File: src/rtl/rmq_sqrt.sv
// Pipelined integer square root, one result bit per register stage.
`timescale 1ns / 1ps

module rmq_sqrt #(
    parameter int K     = 18,
    parameter int TAG_W = 1
) (
    input  logic             i_clk,
    input  logic             i_rst_n,
    input  logic             i_en,
    input  logic             i_valid,
    input  logic [2*K-1:0]   i_rad,
    input  logic [TAG_W-1:0] i_tag,
    output logic             o_valid,
    output logic [K-1:0]     o_root,
    output logic [TAG_W-1:0] o_tag
);

    logic [K+1:0]   r_rem  [K];
    logic [K-1:0]   r_root [K];
    logic [2*K-1:0] r_rad  [K];
    logic [TAG_W-1:0] r_tag [K];
    logic [K-1:0]   r_vld;

    for (genvar g = 0; g < K; g++) begin : g_st
        logic [K+1:0]     rem_p;
        logic [K-1:0]     root_p;
        logic [2*K-1:0]   rad_p;
        logic [TAG_W-1:0] tag_p;
        logic             vld_p;
        logic [K+3:0]     rem_sh;
        logic [K+3:0]     trial;
        logic             take;
        logic [K+1:0]     n_rem;
        logic [K-1:0]     n_root;

        if (g == 0) begin : g_first
            assign rem_p  = '0;
            assign root_p = '0;
            assign rad_p  = i_rad;
            assign tag_p  = i_tag;
            assign vld_p  = i_valid;
        end else begin : g_next
            assign rem_p  = r_rem[g-1];
            assign root_p = r_root[g-1];
            assign rad_p  = r_rad[g-1];
            assign tag_p  = r_tag[g-1];
            assign vld_p  = r_vld[g-1];
        end

        // Bring down the next two radicand bits and try to subtract 4*root+1.
        assign rem_sh = {rem_p, rad_p[2*K-1 -: 2]};
        assign trial  = (K+4)'({root_p, 2'b01});
        assign take   = (rem_sh >= trial);
        assign n_rem  = take ? (K+2)'(rem_sh - trial) : (K+2)'(rem_sh);
        assign n_root = {root_p[K-2:0], take};

        always_ff @(posedge i_clk) begin
            if (i_en) begin
                r_rem[g]  <= n_rem;
                r_root[g] <= n_root;
                r_rad[g]  <= {rad_p[2*K-3:0], 2'b00};
                r_tag[g]  <= tag_p;
            end
        end

        always_ff @(posedge i_clk) begin
            if (!i_rst_n) begin
                r_vld[g] <= 1'b0;
            end else if (i_en) begin
                r_vld[g] <= vld_p;
            end
        end
    end

    assign o_valid = r_vld[K-1];
    assign o_root  = r_root[K-1];
    assign o_tag   = r_tag[K-1];

endmodule

File: config.mk
export PLATFORM = sky130hd
export DESIGN_NAME = rmq_sqrt
export DESIGN_NICKNAME = d
export VERILOG_FILES = /design/src/rtl/rmq_sqrt.sv
export SDC_FILE = /design/constraint.sdc
export NUM_CORES = 1
export LEC_CHECK = 0
export BUFFER_PORTS_ARGS = -buffer_cell sky130_fd_sc_hd__buf_2
export CORE_MARGIN = 1
export CORE_UTILIZATION = 50
export DETAILED_ROUTE_END_ITERATION = 8
export PLACE_DENSITY = 0.66
export SLEW_MARGIN = 20
export SYNTH_ARGS = -nofsm -noshare
export SYNTH_HDL_FRONTEND = slang
export SYNTH_SLANG_ARGS = --single-unit
export TNS_END_PERCENT = 30
File: constraint.sdc
create_clock -name i_clk -period 3.71 [get_ports i_clk]
set_clock_uncertainty 0.2 [all_clocks]
set_input_delay 0.742 -clock i_clk [delete_from_list [all_inputs] [get_ports i_clk]]
set_output_delay 0.742 -clock i_clk [all_outputs]
set_load 0.02 [all_outputs]
==> impl_metrics.csv <==
group,metric,value,unit
layout,fill_cells,5978,
setup_path,critPathBufInv,0,
global_routing,grt_pass1_vias,22363,
place,postPlaceCellArea,0.03988,mm²
setup_path,worst_r2r_endpoint,"r_rem[13][17]",
sta,hold_viol_final,0,
sta,rsz0062_at_grt,"no",
global_routing,grt_max_degree,101,
setup_path,crit_chain,"ha_1 -> a21oi_1 -> a21oi_1 -> o41a_1 -> a221oi_1 -> o21bai_1 -> nor4b_1 -> xor2_1",
place,hpwlAfterDp,48680,µm
global_routing,antenna_found_initial,1,
logic_synthesis,synth_warnings,0,
setup_path,cp-end-kind,"flop",
die,die_w,277.9,µm
logic_synthesis,yosys.cell_count.top_type,"edfxtp_1",
sta,post-route-min-period,3.263,ns
sta,setup-tns-final,0,ns
flow_run,max_cap_viol_count,0,
setup_path,cp_max_fo,6,
cts,cts_tree,"done",
cts,cts_hold_buffers,0,
detailed_routing,firstDrtPassIters,5,
logic_synthesis,syn_area,0.03805,mm²
sta,timing.fmax,306.5,MHz
layout,diodes,0,
detailed_routing,drtIter0Drc,1493,
hold_path,hold_depth,1,
logic_synthesis,synth_area_leaders,"edfxtp_1 (64%), ha_1 (6.2%), xnor2_1 (2.8%)",
setup_path,timing_worst_setup_path_type,"reg -> reg",
setup_path,arrival,3.41,ns
logic_synthesis,synth_common_cells,"edfxtp_1 (812), inv_1 (216), nand2_1 (199)",
global_routing,grt_pass1_wl,112800,µm
die,dieArea,0.07721,mm²
logic_synthesis,yosys.area.top_type_share,64.08,%
setup_path,critical-path-max-stage-delay,0.49,ns
place,io_buffer_count,60,
power,p_per_area,570.1,mW/mm²
cts,ctsResizeCount,0,
die,ios,61,
setup_path,crit_top_cell,"a21oi_1",
die,initial_utilization,50.85,%
cts,cts_max_level,3,
detailed_routing,viasPerCell,5.519,
power,p_leak,16.39,nW
detailed_routing,vias,22466,
layout,synthToLayoutAreaGrowth,12.49,%
logic_synthesis,synth_area_per_cell,13.18,µm²
outcome,status,"finished clean",
setup_path,r2r_start,"r_rem[12][1]",
layout,drive_gt1_share,9.188,%
logic_synthesis,synth_nets,3118,
die,rows,100,
die,dieHeight,277.9,µm
hold_path,hold_class,"in -> reg",
logic_synthesis,yosysTopAreaCell,"edfxtp_1",
detailed_routing,drc,0,
setup_path,crit_path_start_kind,"flop",
cts,post_cts_buffers,0,
sta,fin_crit_sh,87.94,%
cts,cts_max_path_buffers,3,
layout,seq_area,0.02474,mm²
sta,worstMarginPinSlew,1.193,ns
sta,maxSlewViolCount,0,
power,power.total,0.02440,W
detailed_routing,ant_nets,0,
cts,clkLatencyLatePin,0.64,ns
setup_path,cpMaxStageDelayCell,"o41a_1",
cts,cts-root-buf,"clkbuf_16",
logic_synthesis,seq_area_frac_synth,65.03,%
place,place_ws,0.5154,ns
layout,multi_input_area,0.01230,mm²
logic_synthesis,synth_edf_count,812,
sta,relSlewSlack,18.40,%
global_routing,grt-ovfl-total,0,
hold_path,holdCritStartpoint,"i_rad[23]",
power,peakVddDrop,0.3887,mV
logic_synthesis,ys_types,83,
global_routing,grt.total_usage,17.85,%
logic_synthesis,synthArstFlopShare,0,%
cts,numCtsBuffers,86,
logic_synthesis,syn_inst,2887,
sta,layout_setup_ws,0.4473,ns
logic_synthesis,synth_flop_cell,"edfxtp_1",
cts,clkSinkCount,830,
layout,stdcell_area,0.04280,mm²
logic_synthesis,ys_ff_latch,830,
detailed_routing,wire_per_inst,16.82,µm
sta,finalSetupViolCount,0,
cts,clk_transition_reported_paths,0.07,ns
die,core_area,0.07482,mm²
setup_path,r2r_slack,0.45,ns
hold_path,min_to,"r_rad[0][23]",
setup_path,r2r_cells,8,
place,gp_congestion,0.9197,
detailed_routing,drt-total-wl,68470,µm
setup_path,cp_data_required_time,3.86,ns
layout,fin_nets,3261,
setup_path,crit_family,"compound AO/OA/AOI/OAI gates",
[cell families (layout without fill, tap and decap cells)]
| logic type | after synthesis | count (layout) | synth area share [%] |
|---|---|---|---|
| and+or+nand+nor | 762 | 762 | 9.987 |
| other | 1 | 1 | 0.009856 |
| buffers and inverters | 267 | 482 | 2.719 |
| adders and majority gates | 190 | 190 | 6.248 |
| xor gates and xnor gates | 243 | 243 | 5.594 |
| AOI/OAI and AO/OA | 545 | 545 | 9.043 |
| DFF | 830 | 830 | 65.03 |
| muxes | 49 | 49 | 1.368 |
[report_power, final]
group          leakage (nW)  switching (W)  total (W)  internal [W]
clock network          1.41        0.00356    0.00876       0.00520
logic                  7.06        0.00202    0.00351       0.00149
registers              7.92       0.000595     0.0121        0.0115
[through the flow]
stage | hold WS [ns] | util [%] | std cells
after CTS | 0.03315 | 57.21 | 4071
after detailed placement | 0.2045 | 53.30 | 3911
final | 0.07451 | 57.21 | 4071
after floorplan | 0.2003 | - | 2887
after global placement | 0.2003 | 53.30 | 3911
after global routing | 0.05061 | 57.21 | 4071
[worst max-delay path by stage]
stage                  startpoint       endpoint  cells past startpoint
global placement      r_rem[8][6]    r_rem[9][4]                      7
global route         r_rem[10][0]  r_rem[11][16]                      8
floorplan            r_rem[13][5]  r_rem[14][12]                      8
CTS                   r_rem[6][4]    r_rem[7][8]                      7
finish               r_rem[12][1]  r_rem[13][17]                      8
detailed placement  r_rad[10][32]  r_rem[11][15]                      9
[layer usage]
metal	global-route usage [%]	routed length (µm)
met1	24.70	31340
met2	29.19	32490
met3	2.560	3232
met4	5.553	1409
met5	0	0
[sequential cells by signal (all words and copies together), names as in the netlist]
name	flops
r_rem	317
r_rad	306
r_root	171
r_tag	18
g_st.vld_p	17
o_valid	1
[layout by cell type (no fill, tap or decap), types with 43 or more instances in the layout]
master / n
a21o_1: 43
a21oi_1: 161
buf_2: 59
clkbuf_16: 86
edfxtp_1: 812
ha_1: 190
inv_1: 216
nand2_1: 199
nor2_1: 188
nor2b_1: 46
nor3_1: 77
o21ai_0: 144
xnor2_1: 123
xor2_1: 120
[final cells by class]
type | count | area share [%]
inverter | 217 | 1.915
multi-input combinational | 1790 | 28.73
clock buffer | 97 | 5.124
timing repair buffer | 105 | 1.894
clock inverter | 63 | 1.695
tap | 969 | 2.833
sequential | 830 | 57.81
(Power assumes the default switching activity.)
