<file path="config.mk">
export PLATFORM = sky130hd
export DESIGN_NAME = rmq_div
export DESIGN_NICKNAME = d
export VERILOG_FILES = /design/src/rtl/rmq_div.sv
export SDC_FILE = /design/constraint.sdc
export NUM_CORES = 2
export LEC_CHECK = 0
export ABC_AREA = 1
export BUFFER_PORTS_ARGS = -buffer_cell sky130_fd_sc_hd__buf_4
export CAP_MARGIN = 20
export CORE_MARGIN = 10
export CORE_UTILIZATION = 40
export DETAILED_ROUTE_END_ITERATION = 12
export GPL_ROUTABILITY_DRIVEN = 0
export SLEW_MARGIN = 30
export SYNTH_ARGS = -nofsm -noshare
export SYNTH_HDL_FRONTEND = slang
export SYNTH_SLANG_ARGS = --single-unit
</file>
<file path="constraint.sdc">
create_clock -name i_clk -period 2.7 [get_ports i_clk]
set_input_delay 0.135 -clock i_clk [delete_from_list [all_inputs] [get_ports i_clk]]
set_output_delay 0.135 -clock i_clk [all_outputs]
set_load 0.03 [all_outputs]
</file>
<file path="src/rtl/rmq_div.sv">
// Pipelined restoring divider, one quotient bit per register stage.
`timescale 1ns / 1ps

module rmq_div #(
    parameter int NUM_W = 33,
    parameter int DEN_W = 19,
    parameter int Q_W   = 17,
    parameter int TAG_W = 1
) (
    input  logic             i_clk,
    input  logic             i_rst_n,
    input  logic             i_en,
    input  logic             i_valid,
    input  logic [NUM_W-1:0] i_num,
    input  logic [DEN_W-1:0] i_den,
    input  logic [TAG_W-1:0] i_tag,
    output logic             o_valid,
    output logic [Q_W-1:0]   o_quot,
    output logic [TAG_W-1:0] o_tag
);

    // The caller guarantees that the quotient fits in Q_W bits.
    localparam int CW = NUM_W + DEN_W + Q_W;

    logic [NUM_W-1:0] r_rem  [Q_W];
    logic [DEN_W-1:0] r_den  [Q_W];
    logic [Q_W-1:0]   r_quot [Q_W];
    logic [TAG_W-1:0] r_tag  [Q_W];
    logic [Q_W-1:0]   r_vld;

    for (genvar g = 0; g < Q_W; g++) begin : g_st
        localparam int SH = Q_W - 1 - g;
        logic [NUM_W-1:0] rem_p;
        logic [DEN_W-1:0] den_p;
        logic [Q_W-1:0]   quot_p;
        logic [TAG_W-1:0] tag_p;
        logic             vld_p;
        logic [CW-1:0]    rem_w;
        logic [CW-1:0]    dsh;
        logic             take;

        if (g == 0) begin : g_first
            assign rem_p  = i_num;
            assign den_p  = i_den;
            assign quot_p = '0;
            assign tag_p  = i_tag;
            assign vld_p  = i_valid;
        end else begin : g_next
            assign rem_p  = r_rem[g-1];
            assign den_p  = r_den[g-1];
            assign quot_p = r_quot[g-1];
            assign tag_p  = r_tag[g-1];
            assign vld_p  = r_vld[g-1];
        end

        assign rem_w = CW'(rem_p);
        assign dsh   = CW'(den_p) << SH;
        assign take  = (rem_w >= dsh);

        always_ff @(posedge i_clk) begin
            if (i_en) begin
                r_rem[g]  <= take ? NUM_W'(rem_w - dsh) : rem_p;
                r_den[g]  <= den_p;
                r_quot[g] <= {quot_p[Q_W-2:0], take};
                r_tag[g]  <= tag_p;
            end
        end

        always_ff @(posedge i_clk) begin
            if (!i_rst_n) begin
                r_vld[g] <= 1'b0;
            end else if (i_en) begin
                r_vld[g] <= vld_p;
            end
        end
    end

    assign o_valid = r_vld[Q_W-1];
    assign o_quot  = r_quot[Q_W-1];
    assign o_tag   = r_tag[Q_W-1];

endmodule

</file>
==> impl_metrics.env <==
export IMPL_status="complete, no violations"
export IMPL_cp_slowest_stage_delay_ps=510
export IMPL_final_cell_area_um2=69500
export IMPL_finalCritPeriodShare_pct=95.1
export IMPL_mappedNetlistArea_um2=61300
export IMPL_first_drt_iteration_drcs=3631
export IMPL_gate_count_of_the_mapped_netlist=7461
export IMPL_cp_end_kind="flop"
export IMPL_tritoncts="built"
export IMPL_grt_antenna_before_repair=4
export IMPL_critical_path_startpoint_type="flop"
export IMPL_worstSetupPathType="flop to flop"
export IMPL_async_flop_share_pct=0
export IMPL_power_combinational_fraction_pct=40.0
export IMPL_worst_path_maximum_fanout=25
export IMPL_postCtsSetupRepairBufs=0
export IMPL_finalSetupViolations=0
export IMPL_timing_critical_path_required_ps=3100
export IMPL_yosysTopAreaCellShare_pct=49.1
export IMPL_number_of_warnings_issued_by_yosys=0
export IMPL_drt_vias_per_instance=4.95
export IMPL_max_slew_margin_rel_pct=47.4
export IMPL_synth_seq_cells=1019
export IMPL_clock_sinks=1019
export IMPL_route_detailed_wl_per_inst_um=16.7
export IMPL_multi_input_comb_area_um2=25500
export IMPL_worstPathCellList="ha_1 -> a21oi_1 -> nand2_1 -> nor2_1 -> nand3_1 -> nor2_4 -> a21oi_1"
export IMPL_cellPowerDensity_nw_per_um2=948
export IMPL_synth_enable_flop_cells=1002
export IMPL_grt_start_max_net_pins=92
export IMPL_dr_vias=49018
export IMPL_final_cell_count_no_fill=9896
export IMPL_cell_internal_pwr_w=0.0396
export IMPL_io_pin_count=76
export IMPL_netlist_top_cells_area="sky130_fd_sc_hd__edfxtp_1 49%, sky130_fd_sc_hd__nand2_1 17%, sky130_fd_sc_hd__inv_1 7.8%"
export IMPL_cp_arrival_ps=2970
export IMPL_initial_core_util_pct=40.3
export IMPL_drive_above_1_share_pct=7.32
export IMPL_worstMarginPinSlew_ps=787
export IMPL_clock_fmax_mhz=389
export IMPL_floorplan_rows=143
export IMPL_first_global_vias=47406
export IMPL_detailedPlacementHpwl_um=132000
export IMPL_syn_area_per_cell_um2=8.21
export IMPL_mostFrequentLayoutCells="2728 x sky130_fd_sc_hd__nand2_1, 1267 x sky130_fd_sc_hd__inv_1, 1002 x sky130_fd_sc_hd__edfxtp_1"
export IMPL_net_switching_power_w=0.0264
export IMPL_wirelength_um=166000
export IMPL_die_area_um2=169000
export IMPL_timing_setup_tns_ps=0
export IMPL_power_leakage_nw=32.7
export IMPL_insertion_delay_ps=770
export IMPL_grt_usage_pct=19.2
export IMPL_grt_pass1_wl_um=260000
export IMPL_fp_dieH_um=411
export IMPL_cts_buffers_inserted=110
export IMPL_clock_skew_final_ps=94.0
export IMPL_yosys_most_used_dff="sky130_fd_sc_hd__edfxtp_1"
export IMPL_n_fill_cell=14769
export IMPL_ctsRootBufferMaster="sky130_fd_sc_hd__clkbuf_16"
export IMPL_synth_seq_area_share_pct=49.7
export IMPL_rsz_0062_raised_after_global_routing="true"
export IMPL_synth_nets=7854
export IMPL_yosysUniqueCellTypes=53
export IMPL_global_route_overflow_total=0
export IMPL_timing_max_cap_violations=0
export IMPL_crit_top_cell="sky130_fd_sc_hd__a21oi_1"
export IMPL_dieWidth_um=411
export IMPL_hold_path_class="input pin to flop"
export IMPL_area_delta_synth_final_pct=13.5
export IMPL_route_detailed_drc=0
export IMPL_clkSlewWorstSetupHoldPaths_ps=60
export IMPL_p_seq_share_pct=36.5
export IMPL_timing_max_transition_violations_final=0
export IMPL_core_area_um2=152000
export IMPL_ctsHtreeMaxLevel=3
export IMPL_antenna_left=0
export IMPL_fin_crit_ps=2570
export IMPL_synthDominantAreaCellType="sky130_fd_sc_hd__edfxtp_1"
export IMPL_power_switching_fraction_pct=40.0
export IMPL_drt_first_pass_iters=8
export IMPL_placement_io_buffers=75
export IMPL_power_frac_clock_pct=23.5
export IMPL_area_occupied_by_registers_um2=30400
export IMPL_most_frequent_standard_cell_in_the_layout_excluding_fill_and_tap_cells="sky130_fd_sc_hd__nand2_1"
export IMPL_irDropWorstVdd_v=0.000571
export IMPL_dpl_cell_count=9631
export IMPL_clock_tree_buffer_depth=3
export IMPL_final_nets=8163
export IMPL_hold_violations=0
export IMPL_cp_slowest_cell="sky130_fd_sc_hd__nor2_4"
export IMPL_dpl_instance_area_um2=65200
worst paths after layout:
| kind | start | endpoint | slack [ps] | depth (start not counted) |
|---|---|---|---|---|
| worst max-delay path | r_rem[0][257]$_DFFE_PP_ | r_rem[0][292]$_DFFE_PP_ | 130 | 7 |
| worst min register to register | r_quot[10][6]$_DFFE_PP_ | r_quot[11][7]$_DFFE_PP_ | 390 | 0 |
| worst max register to register | r_rem[0][257]$_DFFE_PP_ | r_rem[0][292]$_DFFE_PP_ | 130 | 7 |
| worst min-delay path | i_den[12] | r_den[0][12]$_DFFE_PP_ | 90 | 2 |
routing by layer:
layer	GRT usage, %	vias to the layer above	wire [um]
met5	0	-	9
met2	34.2	1507	81500
met3	2.22	363	8480
li1	-	24502	-
met4	8.29	2	7170
met1	23.3	22644	68400
timing repair:
item,in CTS,in global routing
gates resized for setup,1,16
endpoints found under the setup margin,2,99
pin swaps,0,2
hold endpoints to repair,95,0
hold buffers,57,0
cell usage after synthesis, types with 16 or more instances:
| cell | count |
|---|---|
| sky130_fd_sc_hd__a21oi_1 | 215 |
| sky130_fd_sc_hd__a21oi_2 | 71 |
| sky130_fd_sc_hd__and2_1 | 21 |
| sky130_fd_sc_hd__buf_4 | 26 |
| sky130_fd_sc_hd__buf_6 | 25 |
| sky130_fd_sc_hd__dfxtp_1 | 17 |
| sky130_fd_sc_hd__edfxtp_1 | 1002 |
| sky130_fd_sc_hd__fa_1 | 16 |
| sky130_fd_sc_hd__ha_1 | 320 |
| sky130_fd_sc_hd__inv_1 | 1267 |
| sky130_fd_sc_hd__inv_2 | 32 |
| sky130_fd_sc_hd__nand2_1 | 2729 |
| sky130_fd_sc_hd__nand2_2 | 22 |
| sky130_fd_sc_hd__nand3_1 | 433 |
| sky130_fd_sc_hd__nand3b_1 | 62 |
| sky130_fd_sc_hd__nand4_1 | 83 |
| sky130_fd_sc_hd__nor2_1 | 633 |
| sky130_fd_sc_hd__nor2_2 | 19 |
| sky130_fd_sc_hd__nor3_1 | 64 |
| sky130_fd_sc_hd__o21ai_0 | 108 |
| sky130_fd_sc_hd__xnor2_1 | 19 |
| sky130_fd_sc_hd__xor2_1 | 163 |
state kept, by name, indices dropped and copies added (netlist names):
| name | flops |
|---|---|
| g_st.vld_p | 16 |
| o_valid | 1 |
| r_den | 304 |
| r_quot | 153 |
| r_rem | 528 |
| r_tag | 17 |
cell type report:
type	count	area share (%)
sequential	1019	43.8
multi-input combinational	5072	36.6
inverter	1305	7.06
clock buffer	128	4.11
tap	2030	3.65
timing repair buffer	262	3.53
clock inverter	78	1.29
antenna	2	0.00720
worst max-delay path: cells and delay by family (launching register included):
| kind | cells | cell delay (ps) |
|---|---|---|
| AND/OR/NAND/NOR | 4 | 960 |
| flip-flops | 1 | 470 |
| adder cells (fa/ha/maj) | 1 | 430 |
| AO/OA/AOI/OAI | 2 | 420 |
through the flow:
step           utilization (%)  hold slack (ps)  total power, W  setup slack (ps)
6_report                  45.7             88.4          0.0659               132
5_1_grt                   45.7             67.3          0.0707             -13.4
4_1_cts                   45.7             28.1          0.0659              21.9
3_5_place_dp              42.8              325          0.0501              39.0
3_3_place_gp              42.8              326          0.0499              61.7
2_1_floorplan                -              234          0.0420               501
power groups by stage:
stage | Sequential [W] | Clock (W) | Combinational [W]
after floorplan | 0.0230 | 0 | 0.0191
after global placement | 0.0244 | 0 | 0.0255
after detailed placement | 0.0243 | 0 | 0.0258
after CTS | 0.0240 | 0.0159 | 0.0260
after global routing | 0.0243 | 0.0165 | 0.0299
final | 0.0241 | 0.0155 | 0.0264
cell families after synthesis:
| group | share of synthesized area, % |
|---|---|
| AO/OA/AOI/OAI | 4.09 |
| XOR/XNOR | 2.60 |
| AND/OR/NAND/NOR | 27.7 |
| buffers and inverters | 8.92 |
| flip-flops | 49.7 |
| adder cells (fa/ha/maj) | 7.06 |
Note: power is estimated with default switching activity, not from simulation.
